## src/rtl/fbpa_pkg.sv

```systemverilog
// Types and constants shared by the block pool allocator modules.
`timescale 1ns / 1ps
package fbpa_pkg;

  localparam int BlocksPerPage = 1024;
  localparam int MaxPages      = 8;
  localparam int TotalBlocks   = BlocksPerPage * MaxPages;
  localparam int PageBits      = $clog2(BlocksPerPage);

  localparam int BlockW  = 13;
  localparam int LinkW   = BlockW + 1;
  localparam int CountW  = 11;
  localparam int PagesW  = 4;
  localparam int OpW     = 2;
  localparam int StatusW = 2;

  localparam logic [LinkW-1:0] NullLink = LinkW'(TotalBlocks);

  localparam logic [OpW-1:0] OP_ALLOC_ONE = 2'd0;
  localparam logic [OpW-1:0] OP_ALLOC_RUN = 2'd1;
  localparam logic [OpW-1:0] OP_FREE_ONE  = 2'd2;
  localparam logic [OpW-1:0] OP_FREE_RUN  = 2'd3;

  localparam logic [StatusW-1:0] ST_OK      = 2'd0;
  localparam logic [StatusW-1:0] ST_NOMEM   = 2'd1;
  localparam logic [StatusW-1:0] ST_INVALID = 2'd2;

  // What the current item needs once it has been decoded.
  typedef enum logic [1:0] {
    K_DONE,
    K_POP,
    K_WALK_FREE,
    K_WALK_ALLOC
  } kind_e;

  typedef struct packed {
    logic load;
    logic commit;
    logic pop;
    logic step;
    logic emit_ok;
  } cmd_t;

  typedef struct packed {
    kind_e kind;
    logic  walk_last;
    logic  walk_alloc;
    logic  out_free;
  } sts_t;

endpackage

```

## src/rtl/fbpa_ctrl.sv

```systemverilog
// Controller state machine of the block pool allocator.
`timescale 1ns / 1ps
module fbpa_ctrl import fbpa_pkg::*; (
  input  logic clk_i,
  input  logic rst_ni,
  input  logic in_valid_i,
  output logic in_ready_o,
  input  sts_t sts_i,
  output cmd_t cmd_o
);

  typedef enum logic [2:0] {
    S_IDLE,
    S_EXEC,
    S_POP,
    S_WALK,
    S_WDONE
  } state_e;

  state_e state_q, state_d;
  logic   accept;

  assign in_ready_o = (state_q == S_IDLE) || (state_q == S_POP);
  assign accept     = in_valid_i && in_ready_o;

  always_comb begin
    cmd_o      = '0;
    state_d    = state_q;
    cmd_o.load = accept;
    case (state_q)
      S_IDLE: begin
        if (accept) begin
          state_d = S_EXEC;
        end
      end
      S_EXEC: begin
        // The item waits here until the output register can take a result.
        if (sts_i.out_free) begin
          cmd_o.commit = 1'b1;
          case (sts_i.kind)
            K_POP:        state_d = S_POP;
            K_WALK_FREE:  state_d = S_WALK;
            K_WALK_ALLOC: state_d = S_WALK;
            default:      state_d = S_IDLE;
          endcase
        end
      end
      S_POP: begin
        cmd_o.pop = 1'b1;
        state_d   = accept ? S_EXEC : S_IDLE;
      end
      S_WALK: begin
        cmd_o.step = 1'b1;
        if (sts_i.walk_last) begin
          // The walk is over; an allocation that retired a page remainder is decoded again.
          state_d = sts_i.walk_alloc ? S_EXEC : S_WDONE;
        end
      end
      S_WDONE: begin
        if (sts_i.out_free) begin
          cmd_o.emit_ok = 1'b1;
          state_d       = S_IDLE;
        end
      end
      default: begin
        state_d = S_IDLE;
      end
    endcase
  end

  always_ff @(posedge clk_i or negedge rst_ni) begin
    if (!rst_ni) begin
      state_q <= S_IDLE;
    end else begin
      state_q <= state_d;
    end
  end

endmodule

```

## config.mk

```make
export PLATFORM = sky130hd
export DESIGN_NAME = fbpa_ctrl
export DESIGN_NICKNAME = d
export VERILOG_FILES = /design/src/rtl/fbpa_pkg.sv /design/src/rtl/fbpa_ctrl.sv
export SDC_FILE = /design/constraint.sdc
export NUM_CORES = 1
export LEC_CHECK = 0
export ABC_AREA = 1
export BUFFER_PORTS_ARGS = -buffer_cell sky130_fd_sc_hd__buf_2
export CORE_AREA = 2 2 39 41
export CTS_BUF_LIST = sky130_fd_sc_hd__clkbuf_8
export CTS_CLUSTER_DIAMETER = 100
export DETAILED_ROUTE_END_ITERATION = 10
export DIE_AREA = 0 0 41 43
export GPL_TIMING_DRIVEN = 0
export MAX_ROUTING_LAYER = met4
export PLACE_DENSITY = 0.55
export SYNTH_ARGS = -nofsm -noshare
export SYNTH_HDL_FRONTEND = slang
export SYNTH_SLANG_ARGS = --single-unit
```

## constraint.sdc

```tcl
create_clock -name clk_i -period 1 [get_ports clk_i]
set_input_delay 0.1 -clock clk_i [delete_from_list [all_inputs] [get_ports clk_i]]
set_output_delay 0.1 -clock clk_i [all_outputs]
set_load 0.05 [all_outputs]
```

==> run_results.csv <==
group,metric,value,unit
critical_path,critPathTopFamily,"flip-flops",
route,routed-wl-met2,413,um
route,firstDrtPassIters,2,
timing,max-slew-margin-rel,83.9,%
final_layout,area_growth,106,%
clock_tree,cts-root-buf,"clkbuf_8",
clock_tree,insertion_delay,0.21,ns
die,initial_core_util,19.6,%
pwr,peakVddDrop,1.14,mV
placement,place_hpwl,516,um
critical_path,crit_chain,"nor2_2, nand2_2, nor2_4, buf_6",
critical_path,crit_buf_inv,1,
global_routing,grt_pass1_vias,340,
logic_synthesis,synth_area,272,um^2
status,status,"finished, violations left",
timing,fmax,0.816,GHz
clock_tree,numCtsBuffers,3,
logic_synthesis,synthCells,46,
placement,place_congestion,0.684,
global_routing,grt_max_degree,7,
die,boundaryPins,14,
logic_synthesis,yosys.area.top_type,"dfrtp_1",
clock_tree,cts.path.max_buffers,2,
final_layout,layout-drive-gt1-share,62.3,%
timing,setup_slack,-0.226,ns
route,wl,712,um
route,drc,0,
route,via_per_inst,4.01,
die,die-area,1760,um^2
logic_synthesis,synthTopCellsByArea,"dfrtp_1 28%, nand2_1 21%, nor2_1 11%",
worst_hold_path,worstHoldPathType,"in -> reg",
pwr,leakage,0.291,nW
logic_synthesis,synth_seq_area_share,27.6,%
logic_synthesis,synth_cell_types,12,
clock_tree,cts_tree,"built",
final_layout,reg.largest.list,"state_q x3",
clock_tree,htreeDepth,1,
timing,slew_viol_final,0,
pwr,pwr_density_cell,3270,nW/um^2
status,violations,"setup timing",
route,drtIter0Drc,1,
die,die_y,43,um
route,ant_nets,0,
final_layout,largest_register,"state_q",
timing,worst_slew_pin_slew,0.241,ns
die,row_count,14,
job,cap_violations,0,
global_routing,grt_overflow,0,
critical_path,timing.critical_path.to_type,"output pin",
placement,numPortBuffers,13,
critical_path,r2r_slack,-0.17,ns
timing,rsz0062_at_grt,"true",
timing,timing.final.crit_share,123,%
timing,setup_violations,9,
final_layout,largest_reg_flops,3,
logic_synthesis,synth_area_per_cell,5.90,um^2
logic_synthesis,synth_nets,54,
clock_tree,cts.sinks,3,
die,core_area,1380,um^2
route,wl_met1,275,um
critical_path,critical_path_class,"reg -> out",
die,die_x,41,um
final_layout,fin_cells,85,
global_routing,gr-usage-all-layers,10.3,%
logic_synthesis,ys_warn_count,0,
route,vias,341,
route,met3_wirelength,22,um
logic_synthesis,synth_top_cell_area_share,27.6,%
route,top_layer_used,"met3",
timing,tns,-1.66,ns
critical_path,crit_required,0.90,ns
logic_synthesis,synth_seq_cells,3,
final_layout,diodes,0,
critical_path,critical_path_arrival,1.13,ns
timing,hold_viol,0,
global_routing,antenna_found_initial,0,
timing,period_minus_slack,1.23,ns
timing,fin_skew,0.000363,ns
critical_path,worst_path_max_delay_cell,"dfrtp_2",
critical_path,cp_max_fo,5,
route,wl_per_cell,8.38,um
critical_path,cpPeakStageDelay,0.44,ns
global_routing,grt_pass1_wl,1180,um
placement,dp.cells,75,
critical_path,worstSetupStartpointType,"flop",
clock_tree,clkTransAtPathRegs,0.03,ns
final_layout,layout.nets,78,
==> cell families after synthesis <==
kind of cell | count (synthesis) | synth area share (%)
simple gates | 34 | 58.1
buf+inv | 8 | 12.4
flops | 3 | 27.6
compound gates | 1 | 1.84
==> cells in the final DEF, fill, tap and decap left out, drive strengths merged <==
master        n
dlygate4sd3   1
buf          19
nor2         11
clkbuf        3
nor3          1
o21ai         1
dfrtp         3
nand3         5
nand2        17
inv           8
==> synth_stat cells <==
cell	number
inv_1	7
nor2_2	2
nand3_1	4
buf_4	1
o21ai_0	1
nor2_1	8
nand2_2	2
nor3_1	1
nand3_2	1
dfrtp_1	3
nand2_1	15
nor2_4	1
==> per-stage QoR <==
step / area [um^2] / hold slack [ns] / utilization [%] / setup slack (ns) / total power, W
global placement: 404 / -0.104 / 29.2 / -0.217 / 0.00117
global route: 561 / 0.175 / 40.5 / -0.280 / 0.00197
finish: 561 / 0.154 / 40.5 / -0.226 / 0.00183
detailed placement: 404 / -0.0987 / 29.2 / -0.207 / 0.00117
floorplan: 319 / -0.196 / - / -0.260 / 0.00101
CTS: 544 / 0.156 / 39.3 / -0.243 / 0.00180
==> worst min-delay path, cell delays in order <==
cell	delay (ns)
buf_2	0.09
nor3_1	0.04
nand2_1	0.05
nand2_1	0.05
==> routing by layer <==
layer,global-route usage (%),vias to the layer above
li1,-,184
met4,6.00,0
met5,-,-
met1,10.0,152
met3,3.14,0
met2,16.9,5
==> what timing repair did <==
action,in CTS,in global routing
resized for setup,18,6
endpoints found under the hold margin,3,0
hold buffers,1,0
pin swaps,4,5
setup buffers,6,0
endpoints found under the setup margin,9,9
==> power by group <==
part	leakage (nW)	internal, W	switching, W
Sequential	0.0361	0.000172	0.0000780
Clock	0.0269	0.000261	0.0000796
Combinational	0.228	0.000516	0.000728
Total	0.291	0.000949	0.000885
==> final timing paths <==
kind / from / endpoint / cells past startpoint
setup / recovery: state_q[0] / cmd_o[0] / 4
hold / removal: sts_i[1] / state_q[2] / 4
setup reg to reg: state_q[2] / state_q[0] / 7
hold reg to reg: state_q[0] / state_q[0] / 2
max in group asynchronous: rst_ni / state_q[0] / 2
min in group asynchronous: rst_ni / state_q[1] / 2
==> area by class of cell <==
| class | count | area [um^2] |
|---|---|---|
| repair buffers | 20 | 169 |
| inverters | 7 | 26.3 |
| well taps | 16 | 20.0 |
| flip-flops and latches | 3 | 77.6 |
| clock inverters | 1 | 3.75 |
| multi-input cells | 35 | 223 |
| fillers | 153 | 823 |
| clock buffers | 3 | 41.3 |
Power figures use the tool's default switching activity.
